`config.mk`:
```
export PLATFORM = sky130hd
export DESIGN_NAME = swfd_chan_track
export DESIGN_NICKNAME = d
export VERILOG_FILES = /design/src/hdl/swfd_pkg.sv /design/src/hdl/swfd_chan_track.sv
export SDC_FILE = /design/constraint.sdc
export NUM_CORES = 1
export LEC_CHECK = 0
export ABC_AREA = 1
export BUFFER_PORTS_ARGS = -buffer_cell sky130_fd_sc_hd__buf_2
export CAP_MARGIN = 30
export CORE_ASPECT_RATIO = 0.7
export CORE_MARGIN = 10
export CORE_UTILIZATION = 50
export DETAILED_ROUTE_END_ITERATION = 6
export GPL_TIMING_DRIVEN = 0
export PLACE_DENSITY = 0.75
export RECOVER_POWER = 50
export SETUP_SLACK_MARGIN = 0.05
export SYNTH_ARGS = -nofsm -noshare
export SYNTH_HDL_FRONTEND = slang
export SYNTH_SLANG_ARGS = --single-unit
export TNS_END_PERCENT = 50
```
`constraint.sdc`:
```
create_clock -name clk -period 2.1 [get_ports clk]
set_clock_uncertainty 0.15 [all_clocks]
set_input_delay 0.42 -clock clk [delete_from_list [all_inputs] [get_ports clk]]
set_output_delay 0.42 -clock clk [all_outputs]
set_load 0.1 [all_outputs]
```
`src/hdl/swfd_pkg.sv`:
```
`timescale 1ns / 1ps
package swfd_pkg;

  localparam int SAMPLE_W  = 16;
  localparam int CFG_IDX_W = 4;

  // Request codes.
  localparam logic [1:0] REQ_VOLT  = 2'd0;
  localparam logic [1:0] REQ_TEMP  = 2'd1;
  localparam logic [1:0] REQ_ACCEL = 2'd2;
  localparam logic [1:0] REQ_EVAL  = 2'd3;

  // Configuration register indexes.
  localparam logic [CFG_IDX_W-1:0] REG_NOISE_TOL  = 4'd0;
  localparam logic [CFG_IDX_W-1:0] REG_VOLT_RANGE = 4'd1;
  localparam logic [CFG_IDX_W-1:0] REG_TEMP_RANGE = 4'd2;
  localparam logic [CFG_IDX_W-1:0] REG_STEP_LIM   = 4'd3;
  localparam logic [CFG_IDX_W-1:0] REG_SAT_LEVEL  = 4'd4;
  localparam logic [CFG_IDX_W-1:0] REG_SPIKE_BAT  = 4'd5;
  localparam logic [CFG_IDX_W-1:0] REG_MISS_BAT   = 4'd6;
  localparam logic [CFG_IDX_W-1:0] REG_ACT_DROP   = 4'd7;

  // Register reset values.
  localparam logic [15:0] RST_NOISE_TOL  = 16'd100;
  localparam logic [15:0] RST_VOLT_RANGE = 16'd500;
  localparam logic [15:0] RST_TEMP_RANGE = 16'd1000;
  localparam logic [15:0] RST_STEP_LIM   = 16'd2000;
  localparam logic [15:0] RST_SAT_LEVEL  = 16'd6000;
  localparam logic [15:0] RST_SPIKE_BAT  = 16'd3200;
  localparam logic [15:0] RST_MISS_BAT   = 16'd3300;
  localparam logic [15:0] RST_ACT_DROP   = 16'd5000;

  // Extreme temperature band in centidegrees.
  localparam logic signed [15:0] TEMP_HIGH = 16'sd5000;
  localparam logic signed [15:0] TEMP_LOW  = -16'sd1000;

  // Trend and missing-data cause codes.
  localparam logic [1:0] TREND_NONE = 2'd0;
  localparam logic [1:0] TREND_TEMP = 2'd1;
  localparam logic [1:0] TREND_ACT  = 2'd2;
  localparam logic [1:0] MISS_SAT   = 2'd0;
  localparam logic [1:0] MISS_BAT   = 2'd1;
  localparam logic [1:0] MISS_TEMP  = 2'd2;
  localparam logic [1:0] MISS_HWSW  = 2'd3;

  localparam int DEF_ACCEL_DEPTH    = 4096;
  localparam int DEF_ACTIVATION_LAG = 2000;

  // Statistics of one scalar channel.
  typedef struct packed {
    logic signed [SAMPLE_W-1:0] min_v;
    logic signed [SAMPLE_W-1:0] max_v;
    logic signed [SAMPLE_W-1:0] last_v;
    logic                       seen;
  } chan_stat_t;

endpackage

```
`src/hdl/swfd_chan_track.sv`:
```
`timescale 1ns / 1ps
module swfd_chan_track (
  input  logic                                  clk,
  input  logic                                  rst_n,
  input  logic                                  upd,
  input  logic                                  clr,
  input  logic signed [swfd_pkg::SAMPLE_W-1:0]  sample,
  output swfd_pkg::chan_stat_t                  stat
);
  import swfd_pkg::*;

  chan_stat_t stat_r;

  // Minimum, maximum and last value; the first sample sets both bounds.
  always_ff @(posedge clk) begin
    if (!rst_n || clr) begin
      stat_r <= '0;
    end else if (upd) begin
      if (!stat_r.seen || sample < stat_r.min_v) stat_r.min_v <= sample;
      if (!stat_r.seen || sample > stat_r.max_v) stat_r.max_v <= sample;
      stat_r.last_v <= sample;
      stat_r.seen   <= 1'b1;
    end
  end

  assign stat = stat_r;

endmodule

```
; Word level (Yosys, flattened, before mapping)
; Cells that the tools add are included.
[totals]
register_bits = 49
latchBits = 0
ramBits = 0
rom_bits = 0
input_bits = 20
output_inout_bits = 49
wordCells = 13
memories = 0
[classes]
n_addsub = 0
mul = 0
div = 0
order_cmp = 2
eq_ne = 0
n_shift = 0
n_mux = 0
bitwise_logic = 0
reduce_logical = 7
[op_table]
columns = op, n
row1 = greater-than comparator 16 bit, 1
row2 = less-than comparator 16 bit, 1
row3 = AND reduction 2 bit, 2
row4 = logical OR 1 bit, 3
row5 = zero test 1 bit, 2

; Logic depth before layout (Yosys ltp)
; Gate-level depths: netlist (run 1).
[logic_depth]
word_depth = 3
mapped_depth = 18
ltp_nobuf = 17

; Worst setup path after synthesis (run 1)
; Ideal clock, no wire load.
[synth_path]
path_kind = reg2reg
start = reg stat_r, in the netlist stat[38]
end = reg stat_r, in the netlist stat[41]
setup_time_ns = 0.119
arrival_time_ns = 2.399
t_required_ns = 1.831
path_slack_ns = -0.568
path_stages_with_launch = 14
path_buffers = 1
period_less_slack_ns = 2.668
cell_sequence = dfxtp_1 > inv_1 > ha_1 > a21oi_1 > nor2_1 > nor3_1 > nand2_1 > nand2_1 > nand2_1 > nand2_1 > nand3_2 > buf_4 > a21oi_1 > nor2_1
[synth_between]
elab_chain_cells = 3
[synth_rtl]
columns = element, line_no
row1 = from (decl), swfd_chan_track.sv:12  ; chan_stat_t stat_r;
row2 = less-than comparator 16 bit, swfd_chan_track.sv:19  ; if (!stat_r.seen || sample < stat_r.min_v) stat_r.min_v <= sample;
row3 = logical OR 1 bit, swfd_chan_track.sv:19
row4 = AND reduction 2 bit (no source line), -
; Every way passes these cells.
; A chain may end at the register's enable or synchronous reset.

; Worst setup path in the final report (run 1)
[layout_path]
start = reg stat_r, in the netlist stat[37]
end = reg stat_r, in the netlist stat[45]
; The elaborated chain is that of the path after synthesis.

==> out/results.txt, run 1 <==
Max Slew Vio Count -> 0
Hold-fix buffers, CTS -> 0
clk slew on worst S/H paths -> 0.09 ns
net count after synthesis -> 451
max reg flops -> 49
Async SR Flop Fraction -> 0
crit-path most repeated cell -> nand2_2
FF+latch count, synth -> 49
final wirelength -> 9050 um
peak supply drop -> 470 uV
violated checks -> setup timing
crit path kind -> flop to flop
Placer Congestion -> 0.928
clock group share of total power -> 0.281
RSZ-0062 raised after global routing -> yes
max-cap violations -> 0
initial core utilization -> 0.528
Die Wd -> 110 um
Combinational Power Share -> 0.331
Post-Synthesis Cells -> 400
Clock Root Buffer -> clkbuf_8
Net Sw Power -> 969 uW
Core Box Area -> 5340 um2
Reg2Reg Setup Slack -> -0.08 ns
die area -> 9090 um2
Syn Area/Cell -> 7.05 um2
CTS Buffer Depth -> 2
CP Max Fanout -> 10
n_diodes -> 0
dpl cell area -> 3460 um2
Reg-to-Reg Start -> stat[37]
Synth top area share -> 0.348
CTS tree -> built
Yosys cell types -> 20
design area -> 3920 um2
vias in the first global route -> 2809
area delta synth->final -> 39.0%
worst path arrival time -> 2.24 ns
First-pass DRT Iterations -> 4
Peak Freq -> 459 MHz
P_int -> 1570 uW
DP Worst Slack -> -0.312 ns
synth cell count leaders -> nand2_1, inv_1, a21oi_1
nets@finish -> 538
Tightest Pin Transition -> 0.676 ns
DRC violations left -> 0
post-DR vias/cell -> 5.25
post-layout util -> 0.734
synth warn -> 0
CP cell instances -> inv_1 > ha_1 > a21oi_2 > nor2_1 > nor3_2 > nand2_1 > nand2_2 > nand2_2 > nand2_2 > nand3_4 > buf_12 > a21oi_2 > nor2_1
startpoint types -> flop
CTS Buf Count -> 5
Final ANT Viol Nets -> 0
Slew Limit Headroom -> 0.549
total gr overflow -> 0
worst setup path endpoint -> stat[45]
critical path's largest stage delay -> 0.37 ns
cell count of the worst reg-to-reg path -> 13
sequential-to-total area share from yosys stat -> 0.348
Top FF cell, synth -> dfxtp_1
Wirelength per Cell -> 16.2 um
power share of the sequential group -> 0.388
fill cell count -> 428
final hold vios -> 0
CP endpoint kind -> flop
sw frac -> 0.382
clock sinks -> 49
crit path max-delay cell type -> dfxtp_4
area of the multi-input gates -> 1780 um2
global-route wire length before repair -> 14200 um
Worst setup startpoint -> stat[37]
Register Area -> 1100 um2
Design Power -> 2540 uW
Clk Latency, worst-skew pair -> 0.31 ns
initial antenna violation count -> 0
Vias -> 2938
r2r endpoint -> stat[45]
Cell Area, Synth -> 2820 um2
fin crit share -> 1.04
WP data required -> 2.16 ns
Synth area leader -> dfxtp_1
Final WS setup -> -0.0764 ns
Die Height -> 82.8 um
Finish-stage setup viols -> 16
Initial DRC Count -> 240
Leak -> 0.00187 uW
post-route setup TNS -> -0.620 ns
I/O Buffers -> 67
EDFF count, synth -> 0
status -> complete, but fails checks
Hold WC Path Type -> primary input to flop
Tmin final -> 2.18 ns
Power per Cell Area -> 648 nW/um2
number of I/O pins -> 69
Clock H-tree levels -> 2
synth top area cells -> dfxtp_1, ha_1, nand2_1
Post-DP HPWL -> 6690 um
most frequent cell after synthesis -> nand2_1
share of cells above drive strength 1 -> 0.424
maximum number of pins on one net before global-route repair -> 15
row cnt -> 22
GRT Total Usage -> 0.193
==> cell usage in the layout (no fill, tap or decap), types with 15 or more instances in the layout <==
cell type	Yosys	final
o21ai_0	15	15
nand3_1	19	15
ha_1	31	20
dfxtp_4	0	30
nand2_1	77	66
buf_2	6	73
nor2_1	49	45
a21oi_2	0	17
inv_1	60	47
dfxtp_1	49	17
a21oi_1	57	40
==> repair_timing <==
item / 4_1_cts / 5_1_grt
setup endpoints to repair: 32 / 32
buffers inserted: 7 / 4
resized for setup: 28 / 22
cloned: 1 / 1
pin swaps: 17 / 16
==> worst min path at each step <==
| stage | end | cells past startpoint | startpoint | slack [ns] |
|---|---|---|---|---|
| global route | stat[4] | 3 | sample[3] | 0.33 |
| global placement | stat[33] | 2 | stat[33] | 0.31 |
| CTS | stat[4] | 3 | sample[3] | 0.31 |
| floorplan | stat[4] | 2 | sample[3] | 0.44 |
| finish | stat[1] | 3 | sample[0] | 0.31 |
| detailed placement | stat[33] | 2 | stat[33] | 0.32 |
==> metal layers <==
metal  up-vias  routed length (um)  GRT usage
met5         -                   0          0
li1       1459                   -          -
met3        13                 877     0.0540
met1      1341                4040      0.261
met2       125                4020      0.295
met4         0                 112     0.0433
==> metrics by stage <==
stage                     hold slack, ns  cells
after floorplan                    0.438    400
after global placement             0.313    539
after detailed placement           0.320    539
after CTS                          0.313    555
after global routing               0.328    560
final                              0.315    560
==> critical path, delay by kind of cell (launching register included) <==
kind / cells / cell delay (ns)
flip-flops: 1 / 0.37
AO/OA/AOI/OAI: 2 / 0.29
adder cells (fa/ha/maj): 1 / 0.19
buffers and inverters: 2 / 0.24
AND/OR/NAND/NOR: 8 / 0.83
==> area by class of cell <==
| cell class | instances | share of cell area |
|---|---|---|
| multi-input combinational | 269 | 0.454 |
| sequential | 49 | 0.280 |
| timing repair buffer | 80 | 0.116 |
| inverter | 62 | 0.0600 |
| buffer | 20 | 0.0380 |
| tap | 72 | 0.0230 |
| clock buffer | 7 | 0.0220 |
| clock inverter | 1 | 0.00767 |
==> cell families after synthesis <==
family	share of synthesized area
AOI/OAI and AO/OA	0.133
DFF	0.348
adders and majority gates	0.138
and+or+nand+nor	0.256
buffers and inverters	0.125
==> power groups by stage <==
stage               Clock (uW)  Sequential [uW]  Combinational (uW)
floorplan                    0             1310                 290
global placement             0             1010                 734
detailed placement           0             1010                 753
CTS                        716              985                 799
global route               756              992                 906
finish                     714              986                 840
No activity file was read; power rests on OpenSTA's default activity.
==> run 2, diff against run 1 <==
Settings changed: ABC_AREA 1 to 0, PLACE_DENSITY 0.75 to 0.76.
==> run 2 against run 1 <==
  * The flow still finishes with violations (setup timing)
  * Critical path type unchanged
  * Non-clock buffer count fell by 5
  * Setup slack got worse by 0.29 ns
  * Die area fell by 4.6%
  * Global-route usage fell by 1.5 points
  * First-iteration DRC count fell by 55%
==> out/results.txt, run 2 <==
fill cell count -> 410
I/O Buffers -> 68
RSZ-0062 raised after global routing -> yes
r2r endpoint -> stat[41]
Peak Freq -> 406 MHz
synth warn -> 0
Placer Congestion -> 0.791
post-DR vias/cell -> 5.13
Power per Cell Area -> 648 nW/um2
Tmin final -> 2.46 ns
Top FF cell, synth -> dfxtp_1
Clock Root Buffer -> clkbuf_8
Post-Synthesis Cells -> 292
Yosys cell types -> 33
DRC violations left -> 0
Syn Area/Cell -> 9.09 um2
FF+latch count, synth -> 49
net count after synthesis -> 343
hold wc startpoint -> sample[0]
CTS Buffer Depth -> 2
Die Wd -> 107 um
CP endpoint kind -> flop
n_diodes -> 0
Design Power -> 2430 uW
initial antenna violation count -> 0
CTS tree -> built
violated checks -> setup timing
peak supply drop -> 435 uV
Finish-stage setup viols -> 32
share of cells above drive strength 1 -> 0.441
DP Worst Slack -> -0.730 ns
EDFF count, synth -> 0
crit path kind -> flop to flop
Tightest Pin Transition -> 0.791 ns
maximum number of pins on one net before global-route repair -> 15
Leak -> 0.00166 uW
Max Slew Vio Count -> 0
Hold Path Stages -> 3
CP Max Fanout -> 5
GRT Total Usage -> 0.178
Final ANT Viol Nets -> 0
status -> complete, but fails checks
total gr overflow -> 0
CTS Buf Count -> 5
clock sinks -> 49
worst path arrival time -> 2.53 ns
die area -> 8670 um2
most frequent cell after synthesis -> nand2_1
Final WS setup -> -0.362 ns
Post-DP HPWL -> 5570 um
most frequent cells in the layout -> nand2_1, mux2i_1, buf_2
synth cell count leaders -> nand2_1, dfxtp_1, mux2i_1
final wirelength -> 7600 um
Hold WC Path Type -> primary input to flop
Async SR Flop Fraction -> 0
fin crit share -> 1.17
global-route wire length before repair -> 12500 um
row cnt -> 22
Wirelength per Cell -> 16.7 um
Core Box Area -> 5200 um2
Synth top area share -> 0.370
vias in the first global route -> 2564
Clock H-tree levels -> 2
Cell Area, Synth -> 2650 um2
Vias -> 2335
initial core utilization -> 0.510
final hold vios -> 0
Clk Latency, worst-skew pair -> 0.30 ns
synth top area cells -> dfxtp_1, mux2i_1, ha_1
First-pass DRT Iterations -> 4
cell count of the worst reg-to-reg path -> 10
commonest non-fill, non-tap cell in the layout -> nand2_1
Initial DRC Count -> 108
sequential-to-total area share from yosys stat -> 0.370
WP data required -> 2.17 ns
max-cap violations -> 0
Synth area leader -> dfxtp_1
hold path endpoint -> stat[1]
area delta synth->final -> 41.4%
max reg flops -> 49
startpoint types -> flop
Die Height -> 81.0 um
Slew Limit Headroom -> 0.473
clk slew on worst S/H paths -> 0.09 ns
Reg2Reg Setup Slack -> -0.36 ns
Reg-to-Reg Start -> stat[40]
nets@finish -> 433
number of I/O pins -> 69
run 2: how the worst max path moves through the flow:
stage | to | slack [ns] | startpoint | cells after the start
2_1_floorplan | stat[40] | -0.50 | stat[39] | 9
3_3_place_gp | stat[41] | -0.69 | sample[1] | 8
3_5_place_dp | stat[39] | -0.73 | sample[1] | 8
4_1_cts | stat[39] | -0.31 | stat[34] | 9
5_1_grt | stat[44] | -0.45 | stat[47] | 10
6_report | stat[41] | -0.36 | stat[40] | 10
run 2: kinds of logic (layout without fill, tap and decap cells):
family | count (synthesis) | count (layout) | share of synthesized area
AO/OA/AOI/OAI | 22 | 22 | 0.0575
multiplexers | 50 | 50 | 0.194
AND/OR/NAND/NOR | 96 | 96 | 0.158
flip-flops | 49 | 49 | 0.370
adder cells (fa/ha/maj) | 31 | 31 | 0.146
buffers and inverters | 44 | 135 | 0.0745
run 2: repair_timing:
item	CTS	global route
setup buffers	13	1
pin swaps	13	2
hold endpoints to repair	0	0
gates resized for setup	24	5
hold buffers	0	0
cloned	2	0
setup endpoints to repair	32	32
run 2: power by group:
group,total [uW],internal [uW],leakage (uW),switching [uW]
sequential,980,950,0.000422,29.3
clock,608,298,0.0000542,309
combinational,847,291,0.00118,555
run 2: routing by layer:
metal	wire, um	GRT usage
met1	3480	0.214
met2	3460	0.304
met3	580	0.0577
met4	75	0.0431
met5	0	0
run 2: layout make-up:
cell class	count	area, um2	share of cell area
multi-input cells	199	1730	0.462
flip-flops and latches	49	1090	0.291
repair buffers	83	515	0.137
inverters	32	123	0.0327
plain buffers	12	100	0.0267
clock buffers	7	96.3	0.0257
well taps	72	90.1	0.0240
clock inverters	1	5.00	0.00133
run 2: stage by stage:
stage                     cell area [um2]  hold WS [ns]  utilization  TNS, ns  std cells
after global routing                 3750         0.289        0.722   -12.88        455
after detailed placement             3320         0.318        0.639   -19.52        432
after floorplan                      2890         0.417            -   -12.82        292
after global placement               3320         0.302        0.639   -18.77        432
after CTS                            3730         0.275        0.718    -8.46        454
final                                3750         0.280        0.722    -9.44        455
run 2: worst max-delay path: stages (launching register included):
cell     delay [ns]
dfxtp_4        0.36
inv_2          0.04
ha_4           0.21
a41o_1         0.24
a21oi_2        0.11
nor3_1         0.07
or4_4          0.51
mux2i_4        0.24
buf_12         0.15
buf_12         0.11
mux2i_1        0.18
